--- config.mk ---
export PLATFORM = sky130hd
export DESIGN_NAME = cluster_index_record_generator_core
export DESIGN_NICKNAME = d
export VERILOG_FILES = /design/src/rtl/crig_pkg.sv /design/src/rtl/crig_ctrl.sv /design/src/rtl/crig_dpath.sv /design/src/rtl/cluster_index_record_generator_core.sv
export VERILOG_INCLUDE_DIRS = /design/src /design/src/rtl
export SDC_FILE = /design/constraint.sdc
export NUM_CORES = 1
export LEC_CHECK = 0
export ABC_AREA = 1
export BUFFER_PORTS_ARGS = -buffer_cell sky130_fd_sc_hd__buf_2
export CAP_MARGIN = 20
export CELL_PAD_IN_SITES_DETAIL_PLACEMENT = 1
export CELL_PAD_IN_SITES_GLOBAL_PLACEMENT = 1
export CORE_MARGIN = 5
export CORE_UTILIZATION = 45
export DETAILED_ROUTE_END_ITERATION = 8
export PLACE_DENSITY = 0.92
export SYNTH_ARGS = -nofsm -noshare
export SYNTH_HDL_FRONTEND = slang
export SYNTH_SLANG_ARGS = --single-unit
--- constraint.sdc ---
create_clock -name clock -period 4.6 [get_ports clock]
set_input_delay 0.46 -clock clock [delete_from_list [all_inputs] [get_ports clock]]
set_output_delay 0.46 -clock clock [all_outputs]
set_load 0.01 [all_outputs]
--- src/rtl/cluster_index_record_generator_core_defines.svh ---
// Assertion macros for the cluster index record generator.
// ASSERT_CLK checks a property with reset masked out.
// ASSERT_RST checks a property across reset as well.
`ifndef CLUSTER_INDEX_RECORD_GENERATOR_CORE_DEFINES_SVH
`define CLUSTER_INDEX_RECORD_GENERATOR_CORE_DEFINES_SVH
`ifndef ASSERT_OFF
`define ASSERT_CLK(label, prop, msg) \
   label: assert property (@(posedge clock) disable iff (reset) prop) else $error(msg);
`define ASSERT_RST(label, prop, msg) \
   label: assert property (@(posedge clock) prop) else $error(msg);
`else
`define ASSERT_CLK(label, prop, msg)
`define ASSERT_RST(label, prop, msg)
`endif
`endif

--- src/rtl/crig_pkg.sv ---
package crig_pkg;

   localparam int BYTES_W = 18;
   localparam int CBLK_W = 11;
   localparam int TYPE_W = 2;
   localparam int ROFS_W = 12;
   localparam int ADDR_W = 32;
   localparam int DELTA_W = 16;
   localparam int IDX_W = 6;
   localparam int CNT_W = 7;
   localparam int MAX_RECORDS = 64;
   localparam int REQ_DATA_W = 32;
   localparam int REQ_USER_W = 2;
   localparam int RSP_DATA_W = 80;
   localparam int RSP_USER_W = 2;
   localparam int CSR_INDEX_W = 1;
   localparam int CSR_DATA_W = 32;

   localparam logic [TYPE_W-1:0] TYPE_PLAIN = 2'd0;
   localparam logic [TYPE_W-1:0] TYPE_HEAD = 2'd1;
   localparam logic [TYPE_W-1:0] TYPE_NONHEAD = 2'd2;

   localparam logic [DELTA_W-1:0] CBLK_FLAG = 16'h0800;

   localparam logic REQ_EXTENT = 1'b0;
   localparam logic REQ_FINISH = 1'b1;

   localparam logic [CSR_INDEX_W-1:0] CSR_BIG_MODE = 1'd0;
   localparam logic [CSR_INDEX_W-1:0] CSR_START_ADDR = 1'd1;

   typedef enum logic [2:0] {
      ST_IDLE,
      ST_MULQ,
      ST_MULB,
      ST_FIX,
      ST_EMIT
   } state_type;

   typedef struct packed {
      logic capture;
      logic mul_q;
      logic mul_b;
      logic fix;
      logic emit;
      logic update;
   } cmd_type;

   typedef struct packed {
      logic out_free;
      logic last_rec;
      logic skip;
   } stat_type;

endpackage

--- src/rtl/crig_ctrl.sv ---
module crig_ctrl (
   input  logic              clock,
   input  logic              reset,
   input  logic              req_tvalid,
   output logic              req_tready,
   input  crig_pkg::stat_type stat,
   output crig_pkg::cmd_type  cmd
);
   import crig_pkg::*;

   state_type state_ff;
   state_type state_in;

   always_ff @(posedge clock) begin
      if (reset) begin
         state_ff <= ST_IDLE;
      end else begin
         state_ff <= state_in;
      end
   end

   always_comb begin
      state_in = state_ff;
      cmd = '0;
      req_tready = 1'b0;
      case (state_ff)
         ST_IDLE: begin
            // hold off while reset is applied
            req_tready = !reset;
            if (req_tvalid && req_tready) begin
               cmd.capture = 1'b1;
               state_in = ST_MULQ;
            end
         end
         ST_MULQ: begin
            cmd.mul_q = 1'b1;
            state_in = ST_MULB;
         end
         ST_MULB: begin
            cmd.mul_b = 1'b1;
            state_in = ST_FIX;
         end
         ST_FIX: begin
            cmd.fix = 1'b1;
            state_in = ST_EMIT;
         end
         ST_EMIT: begin
            // finish with nothing buffered: commit and drop
            if (stat.skip) begin
               cmd.update = 1'b1;
               state_in = ST_IDLE;
            end else if (stat.out_free) begin
               cmd.emit = 1'b1;
               if (stat.last_rec) begin
                  cmd.update = 1'b1;
                  state_in = ST_IDLE;
               end
            end
         end
         default: begin
            state_in = ST_IDLE;
         end
      endcase
   end

endmodule

--- src/rtl/crig_dpath.sv ---
module crig_dpath #(
   parameter int BLOCK_BYTES = 4096
) (
   input  logic                                clock,
   input  logic                                reset,
   input  crig_pkg::cmd_type                   cmd,
   output crig_pkg::stat_type                  stat,
   input  logic                                csr_write,
   input  logic [crig_pkg::CSR_INDEX_W-1:0]    csr_index,
   input  logic [crig_pkg::CSR_DATA_W-1:0]     csr_wdata,
   input  logic                                in_type,
   input  logic [crig_pkg::BYTES_W-1:0]        in_bytes,
   input  logic                                in_raw,
   input  logic [crig_pkg::CBLK_W-1:0]         in_cblks,
   input  logic                                out_ready,
   output logic                                out_valid,
   output logic [crig_pkg::TYPE_W-1:0]         out_type,
   output logic [crig_pkg::ROFS_W-1:0]         out_ofs,
   output logic [crig_pkg::ADDR_W-1:0]         out_addr,
   output logic [crig_pkg::DELTA_W-1:0]        out_dfirst,
   output logic [crig_pkg::DELTA_W-1:0]        out_dsecond,
   output logic                                out_last
);
   import crig_pkg::*;

   localparam int OFS_W = $clog2(BLOCK_BYTES);
   localparam int SUM_W = ((OFS_W > BYTES_W) ? OFS_W : BYTES_W) + 1;
   localparam int Q_W = SUM_W;
   localparam longint unsigned RECIP_VAL = (64'd1 << SUM_W) / BLOCK_BYTES;
   localparam int RECIP_W = $clog2(RECIP_VAL + 1);
   localparam int PROD_W = SUM_W + RECIP_W;
   localparam int BB_W = $clog2(BLOCK_BYTES + 1);
   localparam int PB_W = Q_W + BB_W;
   localparam logic [RECIP_W-1:0] RECIP = RECIP_W'(RECIP_VAL);
   localparam logic [BB_W-1:0] BB_C = BB_W'(BLOCK_BYTES);
   localparam logic [SUM_W-1:0] BB_SUM = SUM_W'(BLOCK_BYTES);

   logic                  big_ff;
   logic [OFS_W-1:0]      ofs_ff;
   logic [ADDR_W-1:0]     addr_ff;
   logic                  type_ff;
   logic                  raw_ff;
   logic [CBLK_W-1:0]     cblks_ff;
   logic [SUM_W-1:0]      sum_ff;
   logic [PROD_W-1:0]     prod_ff;
   logic [Q_W-1:0]        q_ff;
   logic [SUM_W-1:0]      back_ff;
   logic [OFS_W-1:0]      rem_ff;
   logic [IDX_W-1:0]      idx_ff;
   logic                  out_valid_ff;
   logic [TYPE_W-1:0]     out_type_ff;
   logic [ROFS_W-1:0]     out_ofs_ff;
   logic [ADDR_W-1:0]     out_addr_ff;
   logic [DELTA_W-1:0]    out_dfirst_ff;
   logic [DELTA_W-1:0]    out_dsecond_ff;
   logic                  out_last_ff;

   logic [Q_W-1:0]        q_est;
   logic [SUM_W-1:0]      rem_w;
   logic [CNT_W-1:0]      n_rec;
   logic [31:0]           ofs_wide;
   logic                  is_finish;
   logic                  is_short;
   logic [TYPE_W-1:0]     rec_type_in;
   logic [ADDR_W-1:0]     rec_addr_in;
   logic [DELTA_W-1:0]    rec_dfirst_in;
   logic [DELTA_W-1:0]    rec_dsecond_in;
   logic                  rec_last_in;

   assign q_est = Q_W'(prod_ff >> SUM_W);
   assign rem_w = sum_ff - back_ff;
   assign is_finish = (type_ff == REQ_FINISH);
   assign is_short = (q_ff == '0);
   assign ofs_wide = 32'(ofs_ff);

   // records this item produces, capped at the record limit
   always_comb begin
      if (is_finish || is_short) begin
         n_rec = CNT_W'(1);
      end else if (q_ff > Q_W'(MAX_RECORDS)) begin
         n_rec = CNT_W'(MAX_RECORDS);
      end else begin
         n_rec = CNT_W'(q_ff);
      end
   end

   assign stat.out_free = !out_valid_ff || out_ready;
   assign stat.last_rec = ((CNT_W'(idx_ff) + CNT_W'(1)) == n_rec);
   assign stat.skip = is_finish && (ofs_ff == '0);

   always_comb begin
      rec_type_in = TYPE_NONHEAD;
      rec_addr_in = '0;
      rec_dfirst_in = '0;
      rec_dsecond_in = '0;
      rec_last_in = stat.last_rec;
      if (is_finish) begin
         rec_type_in = TYPE_PLAIN;
      end else if (is_short) begin
         rec_type_in = TYPE_PLAIN;
         rec_addr_in = addr_ff;
      end else if (idx_ff == '0) begin
         rec_type_in = raw_ff ? TYPE_PLAIN : TYPE_HEAD;
         rec_addr_in = addr_ff;
      end else begin
         rec_dsecond_in = DELTA_W'(q_ff - Q_W'(idx_ff));
         if ((idx_ff == IDX_W'(1)) && big_ff) begin
            rec_dfirst_in = DELTA_W'(cblks_ff) | CBLK_FLAG;
         end else begin
            rec_dfirst_in = DELTA_W'(idx_ff);
         end
      end
   end

   always_ff @(posedge clock) begin
      if (reset) begin
         big_ff <= 1'b0;
         ofs_ff <= '0;
         addr_ff <= '0;
         out_valid_ff <= 1'b0;
      end else begin
         if (csr_write && (csr_index == CSR_BIG_MODE)) begin
            big_ff <= csr_wdata[0];
         end
         if (csr_write && (csr_index == CSR_START_ADDR)) begin
            addr_ff <= csr_wdata;
         end else if (cmd.update && !is_finish) begin
            addr_ff <= addr_ff + ADDR_W'(cblks_ff);
         end
         if (cmd.update) begin
            ofs_ff <= (is_finish || is_short) ? '0 : rem_ff;
         end
         if (cmd.emit) begin
            out_valid_ff <= 1'b1;
         end else if (out_ready) begin
            out_valid_ff <= 1'b0;
         end
      end
   end

   always_ff @(posedge clock) begin
      if (cmd.capture) begin
         type_ff <= in_type;
         raw_ff <= in_raw;
         cblks_ff <= in_cblks;
         sum_ff <= SUM_W'(ofs_ff) + SUM_W'(in_bytes);
         idx_ff <= '0;
      end
      if (cmd.mul_q) begin
         prod_ff <= PROD_W'(sum_ff) * PROD_W'(RECIP);
      end
      if (cmd.mul_b) begin
         q_ff <= q_est;
         back_ff <= SUM_W'(PB_W'(q_est) * PB_W'(BB_C));
      end
      if (cmd.fix) begin
         if (rem_w >= BB_SUM) begin
            q_ff <= q_ff + Q_W'(1);
            rem_ff <= OFS_W'(rem_w - BB_SUM);
         end else begin
            rem_ff <= OFS_W'(rem_w);
         end
      end
      if (cmd.emit) begin
         idx_ff <= idx_ff + IDX_W'(1);
         out_type_ff <= rec_type_in;
         out_ofs_ff <= ofs_wide[ROFS_W-1:0];
         out_addr_ff <= rec_addr_in;
         out_dfirst_ff <= rec_dfirst_in;
         out_dsecond_ff <= rec_dsecond_in;
         out_last_ff <= rec_last_in;
      end
   end

   assign out_valid = out_valid_ff;
   assign out_type = out_type_ff;
   assign out_ofs = out_ofs_ff;
   assign out_addr = out_addr_ff;
   assign out_dfirst = out_dfirst_ff;
   assign out_dsecond = out_dsecond_ff;
   assign out_last = out_last_ff;

endmodule

--- src/rtl/cluster_index_record_generator_core.sv ---
// Channel | Direction | Handshake            | Payload
// req     | in        | req_tvalid/req_tready | tdata: bytes, blocks; tuser: type, raw
// rsp     | out       | rsp_tvalid/rsp_tready | tdata: offset, address, deltas; tuser: kind
// csr     | in        | csr_valid/csr_ready   | csr_index, csr_wdata
//
// An item has a record count n (1 to 64): it is accepted in the idle state, then passes
// the three steps of the reciprocal-multiply divider (estimate, back-multiply, correct),
// then emits one record per cycle, unless rsp stalls, through the single output register.
// A finish with zero offset emits nothing.
// Reset is synchronous and active high; it clears the offset, the address and mode.
// A stall on rsp holds the record in the output register and freezes the sequencer.
`include "cluster_index_record_generator_core_defines.svh"

module cluster_index_record_generator_core #(
   parameter int BLOCK_BYTES = 4096
) (
   input  logic                                clock,
   input  logic                                reset,
   input  logic                                req_tvalid,
   output logic                                req_tready,
   // [17:0] decompressed_bytes, [28:18] block_count, [31:29] zero
   input  logic [crig_pkg::REQ_DATA_W-1:0]     req_tdata,
   // [0] req_type, [1] is_raw
   input  logic [crig_pkg::REQ_USER_W-1:0]     req_tuser,
   output logic                                rsp_tvalid,
   input  logic                                rsp_tready,
   // [11:0] record_offset, [43:12] block_address, [59:44] delta_first,
   // [75:60] delta_second, [79:76] zero
   output logic [crig_pkg::RSP_DATA_W-1:0]     rsp_tdata,
   // [1:0] cluster_type
   output logic [crig_pkg::RSP_USER_W-1:0]     rsp_tuser,
   output logic                                rsp_tlast,
   input  logic                                csr_valid,
   output logic                                csr_ready,
   input  logic [crig_pkg::CSR_INDEX_W-1:0]    csr_index,
   input  logic [crig_pkg::CSR_DATA_W-1:0]     csr_wdata
);
   import crig_pkg::*;

   cmd_type               ctrl_cmd;
   stat_type              ctrl_stat;
   logic [TYPE_W-1:0]     rec_type;
   logic [ROFS_W-1:0]     rec_ofs;
   logic [ADDR_W-1:0]     rec_addr;
   logic [DELTA_W-1:0]    rec_dfirst;
   logic [DELTA_W-1:0]    rec_dsecond;

   // registers are writable whenever reset is released
   assign csr_ready = !reset;

   crig_ctrl u_ctrl (
      .clock      (clock),
      .reset      (reset),
      .req_tvalid (req_tvalid),
      .req_tready (req_tready),
      .stat       (ctrl_stat),
      .cmd        (ctrl_cmd)
   );

   crig_dpath #(
      .BLOCK_BYTES (BLOCK_BYTES)
   ) u_dpath (
      .clock       (clock),
      .reset       (reset),
      .cmd         (ctrl_cmd),
      .stat        (ctrl_stat),
      .csr_write   (csr_valid && csr_ready),
      .csr_index   (csr_index),
      .csr_wdata   (csr_wdata),
      .in_type     (req_tuser[0]),
      .in_bytes    (req_tdata[17:0]),
      .in_raw      (req_tuser[1]),
      .in_cblks    (req_tdata[28:18]),
      .out_ready   (rsp_tready),
      .out_valid   (rsp_tvalid),
      .out_type    (rec_type),
      .out_ofs     (rec_ofs),
      .out_addr    (rec_addr),
      .out_dfirst  (rec_dfirst),
      .out_dsecond (rec_dsecond),
      .out_last    (rsp_tlast)
   );

   // pack the record word, lowest field first
   assign rsp_tdata = {4'd0, rec_dsecond, rec_dfirst, rec_addr, rec_ofs};
   assign rsp_tuser = rec_type;

   `ASSERT_CLK(a_emit_room, ctrl_cmd.emit |-> (!rsp_tvalid || rsp_tready),
      "record loaded over a word still waiting")
   `ASSERT_CLK(a_commit_idle, ctrl_cmd.update |=> req_tready,
      "sequencer did not return to accept after commit")
   `ASSERT_CLK(a_nonhead_addr, (rsp_tvalid && rsp_tuser == TYPE_NONHEAD) |-> (rec_addr == '0),
      "nonhead record carries a block address")
   `ASSERT_RST(a_reset_quiet, reset |=> !rsp_tvalid,
      "result word valid right after reset")

endmodule
== Yosys cells after proc, flatten, opt, wreduce, memory -nomap -nowiden ==
Cells that the tools add are included.
Storage, ports and cells
  bits in registers: 223
  input port bits: 72
  output and inout port bits: 86
Operators by class
  add/subtract/negate cells: 8
  order comparisons: 2
  equal/unequal tests: 9
  muxes and demuxes: 34
  bitwise operators: 3
  reduce and logical (&&, ||, !) cells: 24
Operators by type and width (number)
  32-bit 2-to-1 mux: 4
  19-bit 2-to-1 mux: 3
  12-bit 2-to-1 mux: 3
  32-bit by 11-bit adder with 32-bit output: 1
  12-bit by 18-bit adder with 19-bit output: 1
  19-bit by 1-bit adder with 19-bit output (second input constant): 1
  19-bit by 13-bit >= comparator with 1-bit output (second input constant): 1
  19-bit by 7-bit > comparator with 1-bit output (second input constant): 1
  19-bit zero test: 1
  19-bit subtractor: 1
  16-bit by 6-bit subtractor with 16-bit output: 1
  3-bit one-hot mux with 5 select lines: 1
  7-bit 2-to-1 mux: 2
  12-bit zero test: 1
  1-bit 2-to-1 mux: 12
  3-bit 2-to-1 mux: 4
  6-bit 2-to-1 mux: 2
  12-bit by 1-bit subtractor with 12-bit output (second input constant): 1
  6-bit by 1-bit adder with 7-bit output (second input constant): 1
  7-bit == test: 1
  1-bit logical AND: 7
  6-bit by 1-bit adder with 6-bit output (second input constant): 1
  3-bit by 2-bit == test with 1-bit output (second input constant): 2
  6-bit by 1-bit == test with 1-bit output (second input constant): 1
  other kinds (16): 26

== Longest topological paths before layout ==
  depth in word-level cells: 11
  mapped depth: 20

== Modules after synthesis ==
From an unflattened synthesis, not the netlist that was laid out.
Unflattened totals
  cells, all modules: 1423
  area total of the unflattened synthesis: 11446.0 µm²
Modules (own cells, without submodules)
  crig_dpath: times used 1, cells an instance 1387, area an instance 11212.0 µm²
  crig_ctrl: times used 1, cells an instance 28, area an instance 186.4 µm²
  cluster_index_record_generator_core: times used 1, cells an instance 8, area an instance 47.5 µm²

== Worst setup path before layout ==
No wires, ideal clock.
  path kind: reg-to-reg
  start point: register u_ctrl.state_ff[0]
  end point: register u_dpath.out_addr_ff[0], in the netlist u_dpath.out_addr[0] (enable)
  setup time: 0.429 ns
  arrival time: 2.590 ns
  path slack: 1.581 ns
  stages on the path, launching flop included: 4
  buffers on the path: 0
  cell sequence: dfxtp_1 > nor3_1 > nand3_1 > inv_1
RTL lines
  start: declaration: RTL line crig_ctrl.sv:11  | state_type state_ff;
  start signal: assignment: RTL line crig_ctrl.sv:18  | state_ff <= state_in;
  end signal: assignment: RTL line crig_dpath.sv:168  | out_addr_ff <= rec_addr_in;
  end: declaration: RTL line crig_dpath.sv:53  | logic [ADDR_W-1:0] out_addr_ff;

== Worst setup path after layout ==
  start point: register u_dpath.q_ff[1]
  end point: register u_dpath.addr_ff[31]
Between the ends
  cells in the longest elaborated chain, start to end: 10
  elaborated cells on any way between the ends: 12
  classes of those cells: order compare (1); eq/ne (1); mux (6); reduce/logical (4)
RTL lines
  start: declaration: RTL line crig_dpath.sv:46  | logic [Q_W-1:0] q_ff;
  start signal: assignment: RTL line crig_dpath.sv:153  | q_ff <= q_est;
  start signal: assignment: RTL line crig_dpath.sv:158  | q_ff <= q_ff + Q_W'(1);
  19-bit by 7-bit > comparator with 1-bit output or 19-bit zero test (tied branches): RTL line crig_dpath.sv:80, crig_dpath.sv:73
  7-bit 2-to-1 mux or 1-bit logical OR (tied branches): RTL line crig_dpath.sv:80, crig_dpath.sv:78
  7-bit 2-to-1 mux *: RTL line crig_dpath.sv:78  | if (is_finish || is_short) begin
  7-bit == test *: RTL line crig_dpath.sv:88  | assign stat.last_rec = ((CNT_W'(idx_ff) + CNT_W'(1)) == n_rec);
  1-bit 2-to-1 mux *: RTL line crig_ctrl.sv:54  | if (stat.last_rec) begin
  2-bit 2-to-1 mux *: RTL line crig_ctrl.sv:52  | end else if (stat.out_free) begin
  1-bit 2-to-1 mux *: RTL line crig_ctrl.sv:49  | if (stat.skip) begin
  2-bit 2-to-1 mux *: RTL line crig_ctrl.sv:26  | case (state_ff)
  1-bit logical AND *: RTL line crig_dpath.sv:127  | end else if (cmd.update && !is_finish) begin
  2-bit nonzero test (no source line) *
  end signal: assignment: RTL line crig_dpath.sv:126  | addr_ff <= csr_wdata;
  end signal: assignment: RTL line crig_dpath.sv:128  | addr_ff <= addr_ff + ADDR_W'(cblks_ff);
  end: declaration: RTL line crig_dpath.sv:40  | logic [ADDR_W-1:0] addr_ff;
Every way passes the cells marked *; elsewhere a longest branch is shown, timed or not.
A chain may end at the register's enable or synchronous reset.

==> summary.md <==
| Metric | Value |
|---|---|
| Yosys reg bits | 207 |
| R2R depth | 16 |
| Final Hold Fails | 0 |
| Final worst-path setup slack | 1100 ps |
| Critical path class | register to register |
| Main combinational cell family by area after synthesis | simple AND/OR/NAND/NOR gates |
| Most area-consuming cells after synthesis | edfxtp_1 38%, dfxtp_1 12%, nand2_1 9.5% |
| Postcts setup bufs | 0 |
| Final nets | 1,525 |
| Slew HR | 30.2% |
| Num ports | 158 |
| Share of post-route cells with drive strength above 1 | 15.3% |
| Int Pwr | 3.70 mW |
| Initial antenna violation count | 1 |
| Hold-fix buffers, CTS | 0 |
| Period utilization | 76.0% |
| Mux cell area share after synthesis | 0.0919% |
| Antenna-violating nets left | 0 |
| Worst-Margin Slew | 1040 ps |
| DRT iter0 DRCs | 473 |
| Top cell type's share of synthesized area | 38.3% |
| Worst Setup End Kind | register |
| Max Slew Vio Count | 0 |
| ANT cells | 0 |
| Crit-path leading delay family | simple AND/OR/NAND/NOR gates |
| Post-synth top cells | 277 x nand2_1, 148 x nor2_1, 139 x edfxtp_1 |
| Number of global-route vias before repair | 9,704 |
| Hold_sp | req_tdata[27] |
| Filler Cell Count | 2,936 |
| Largest area contributor in the netlist | edfxtp_1 |
| Mean post-synth cell area | 8.55 um^2 |
| Post-synthesis compound-gate area fraction | 8.59% |
| Crit-path cells | inv_1, ha_1, nand2_1, nor2_1, nand3_1, nand2_1, inv_2, nand4_1, nand2_1, nand2_1, nor2_1, nand3_1, nand2_2, nand3_4, a21oi_1, nor2_1 |
| Netlist cell types | 41 |
| Clock sink count | 207 |
| Worst slack, placed | 1180 ps |
| Placeable Area | 24,100 um^2 |
| Final std cells w/o fill | 1,750 |
| Mapped Area | 10,900 um^2 |
| Simple-gate share of the synthesized area | 23.3% |
| R2R Setup Slk | 1100 ps |
| FF-to-FF Start | u_dpath.q_ff[1] |
| Drt first pass iters | 5 |
| CTS max path bufs | 3 |
| Synthesized instance count | 1,274 |
| Switch share | 28.7% |
| Total negative slack | 0 ps |
| P&R area growth vs syn | 17.0% |
| Post-synthesis sequential area ratio | 50.8% |
| Hpwl dp | 22,000 um |
| Switch Pwr | 1.49 mW |
| Resize count post-CTS | 0 |
| Post-Synth Adder-Cell Area | 5.33% |
| CTS tree | yes |
| Total wire length | 30,700 um |
| Pleak | 5.36 nW |
| Worst Skew | 12.6 ps |
| CP Max Fanout | 64 |
| CTS Root Cell | clkbuf_16 |
| Die Y | 166 um |
| Via-per-instance ratio | 5.28 |
| Grt ovf | 0 |
| Worst Setup Start Kind | register |
| DRC | 0 |
| CP arrival | 3900 ps |
| CP max-delay cell | nand3_4 |
| Dpl cells | 1,705 |
| Hold WS | 123 ps |
| WHS Path Cells | 1 |
| Via count | 9,248 |
| Synth Area in XOR/XNOR | 4.50% |
| EDFF count, synth | 139 |
| CP max stage delay | 560 ps |
| Hold EP | u_dpath.cblks_ff[9] |
| Clk slew on worst S/H paths | 70 ps |
| H-tree levels | 1 |
| Worst min-delay path class | input port to register |
| DR WL/cell | 17.5 um |
| Rows | 57 |
| Max-capacitance violation count | 0 |
| FMAX | 286 MHz |
| Worst path required time | 5000 ps |
| Post-synth top flop | edfxtp_1 |
| Die area | 27,400 um^2 |
| Seq pwr share | 42.8% |
| VDD IR max | 0.257 mV |
| Final estimated routing congestion in global placement | 0.855 |
| Count leader, synth | nand2_1 |
| Buf/Inv on CP | 2 |
| Post-synth ARST share | 0% |
| Critical path's most frequent cell | nand2_1 |
| Worst-skew pair later-pin latency | 520 ps |
| Global-route wire length before repair | 49,600 um |
| Largest net degree at the start of global routing | 82 |
| Ys Warns | 0 |
| Reg2Reg Capture Point | u_dpath.addr_ff[31] |
| Initial core utilization | 45.2% |
| GRT Util Overall | 21.5% |
| RSZ-0062 raised after global routing | no |
| Logic pwr share | 17.5% |
| CTS buffer count | 23 |
| Status | completed |
| Final worst path period need | 3500 ps |
| Die Wd | 166 um |
| Cell Pwr Density | 407 nW/um^2 |
| # setup viols final | 0 |
| IO Port Bufs | 146 |
| Clk pwr share | 39.7% |
-- worst max path at each step --
| stage | start | endpoint | slack [ps] | depth (start not counted) |
|---|---|---|---|---|
| after floorplan | u_ctrl.state_ff[0] | u_dpath.out_addr[0] | 1580 | 3 |
| after global placement | u_dpath.q_ff[1] | u_dpath.addr_ff[21] | 1380 | 16 |
| after detailed placement | u_dpath.q_ff[1] | u_dpath.addr_ff[11] | 1180 | 17 |
| after CTS | u_dpath.q_ff[1] | u_dpath.addr_ff[11] | 1080 | 17 |
| after global routing | u_dpath.q_ff[1] | u_dpath.addr_ff[7] | 770 | 16 |
| final | u_dpath.q_ff[1] | u_dpath.addr_ff[31] | 1100 | 16 |
-- cells in the final DEF (no fill, tap or decap), types with 6 or more instances in the layout --
| master | netlist | final |
|---|---|---|
| a21oi_1 | 79 | 79 |
| a31oi_1 | 7 | 7 |
| buf_2 | 6 | 146 |
| buf_4 | 11 | 7 |
| bufinv_16 | 0 | 6 |
| clkbuf_16 | 0 | 23 |
| conb_1 | 1 | 8 |
| dfxtp_1 | 68 | 68 |
| edfxtp_1 | 139 | 139 |
| ha_1 | 40 | 40 |
| inv_1 | 131 | 130 |
| nand2_1 | 277 | 277 |
| nand3_1 | 78 | 77 |
| nand4_1 | 15 | 15 |
| nor2_1 | 148 | 147 |
| nor3_1 | 55 | 55 |
| nor4_1 | 10 | 10 |
| o21ai_0 | 61 | 61 |
| o21ai_1 | 8 | 8 |
| xnor2_1 | 13 | 13 |
| xor2_1 | 43 | 43 |
-- power groups by stage --
| stage | clock [mW] | combinational, mW | sequential [mW] |
|---|---|---|---|
| after floorplan | 0 | 0.658 | 2.21 |
| after global placement | 0 | 0.821 | 2.25 |
| after detailed placement | 0 | 0.885 | 2.26 |
| after CTS | 2.10 | 0.903 | 2.22 |
| after global routing | 2.19 | 1.02 | 2.23 |
| final | 2.06 | 0.906 | 2.22 |
-- per-stage QoR --
step,util [%],total power [mW],cell area [um^2]
finish,52.9,5.19,12700
detailed placement,49.1,3.14,11800
global placement,49.1,3.07,11800
floorplan,-,2.87,10900
global route,52.9,5.44,12700
CTS,52.7,5.22,12700
-- worst reg2reg max path, stage by stage, from the launching register on --
cell     delay (ps)
dfxtp_1         470
inv_1           160
ha_1            200
nand2_1         100
nor2_1           70
nand3_1         150
nand2_1         150
inv_2           330
nand4_1         200
nand2_1         130
nand2_1          90
nor2_1          100
nand3_1          80
nand2_2         100
nand3_4         560
a21oi_1         420
nor2_1           70
-- layer usage --
layer	track usage (%)	wire (um)	up-vias	part of all wire, %
met5	0	7	-	0.023
met4	4.70	487	2	1.6
met3	3.53	1440	40	4.7
met2	38.8	15400	211	50
li1	-	-	4499	-
met1	27.2	13300	4496	43
-- flip-flops by register name, summed over array words and instances, names as in the netlist, 2 cells and up --
name	flops
u_ctrl.state_ff	3
u_dpath.addr_ff	32
u_dpath.back_ff	7
u_dpath.cblks_ff	11
u_dpath.idx_ff	6
u_dpath.ofs_ff	12
u_dpath.out_addr	32
u_dpath.out_dfirst	12
u_dpath.out_dsecond	16
u_dpath.out_ofs	12
u_dpath.out_type	2
u_dpath.prod_ff	7
u_dpath.q_ff	19
u_dpath.rem_ff	12
u_dpath.sum_ff	19
-- kinds of logic (layout without fill, tap and decap cells) --
group | after synthesis | count (layout)
AOI/OAI and AO/OA | 175 | 175
xor gates and xnor gates | 56 | 56
adders and majority gates | 44 | 44
buffers and inverters | 191 | 336
DFF | 207 | 207
muxes | 1 | 1
other | 1 | 8
and+or+nand+nor | 599 | 599
-- area by class of cell --
type / count / area [um^2] / share of cell area [%]
tap: 324 / 405 / 3.18
timing repair buffer: 156 / 838 / 6.58
sequential: 207 / 5540 / 43.4
clock buffer: 24 / 589 / 4.62
clock inverter: 18 / 260 / 2.04
multi-input combinational: 883 / 4600 / 36.1
inverter: 138 / 518 / 4.06
No activity file was read; power rests on OpenSTA's default activity.
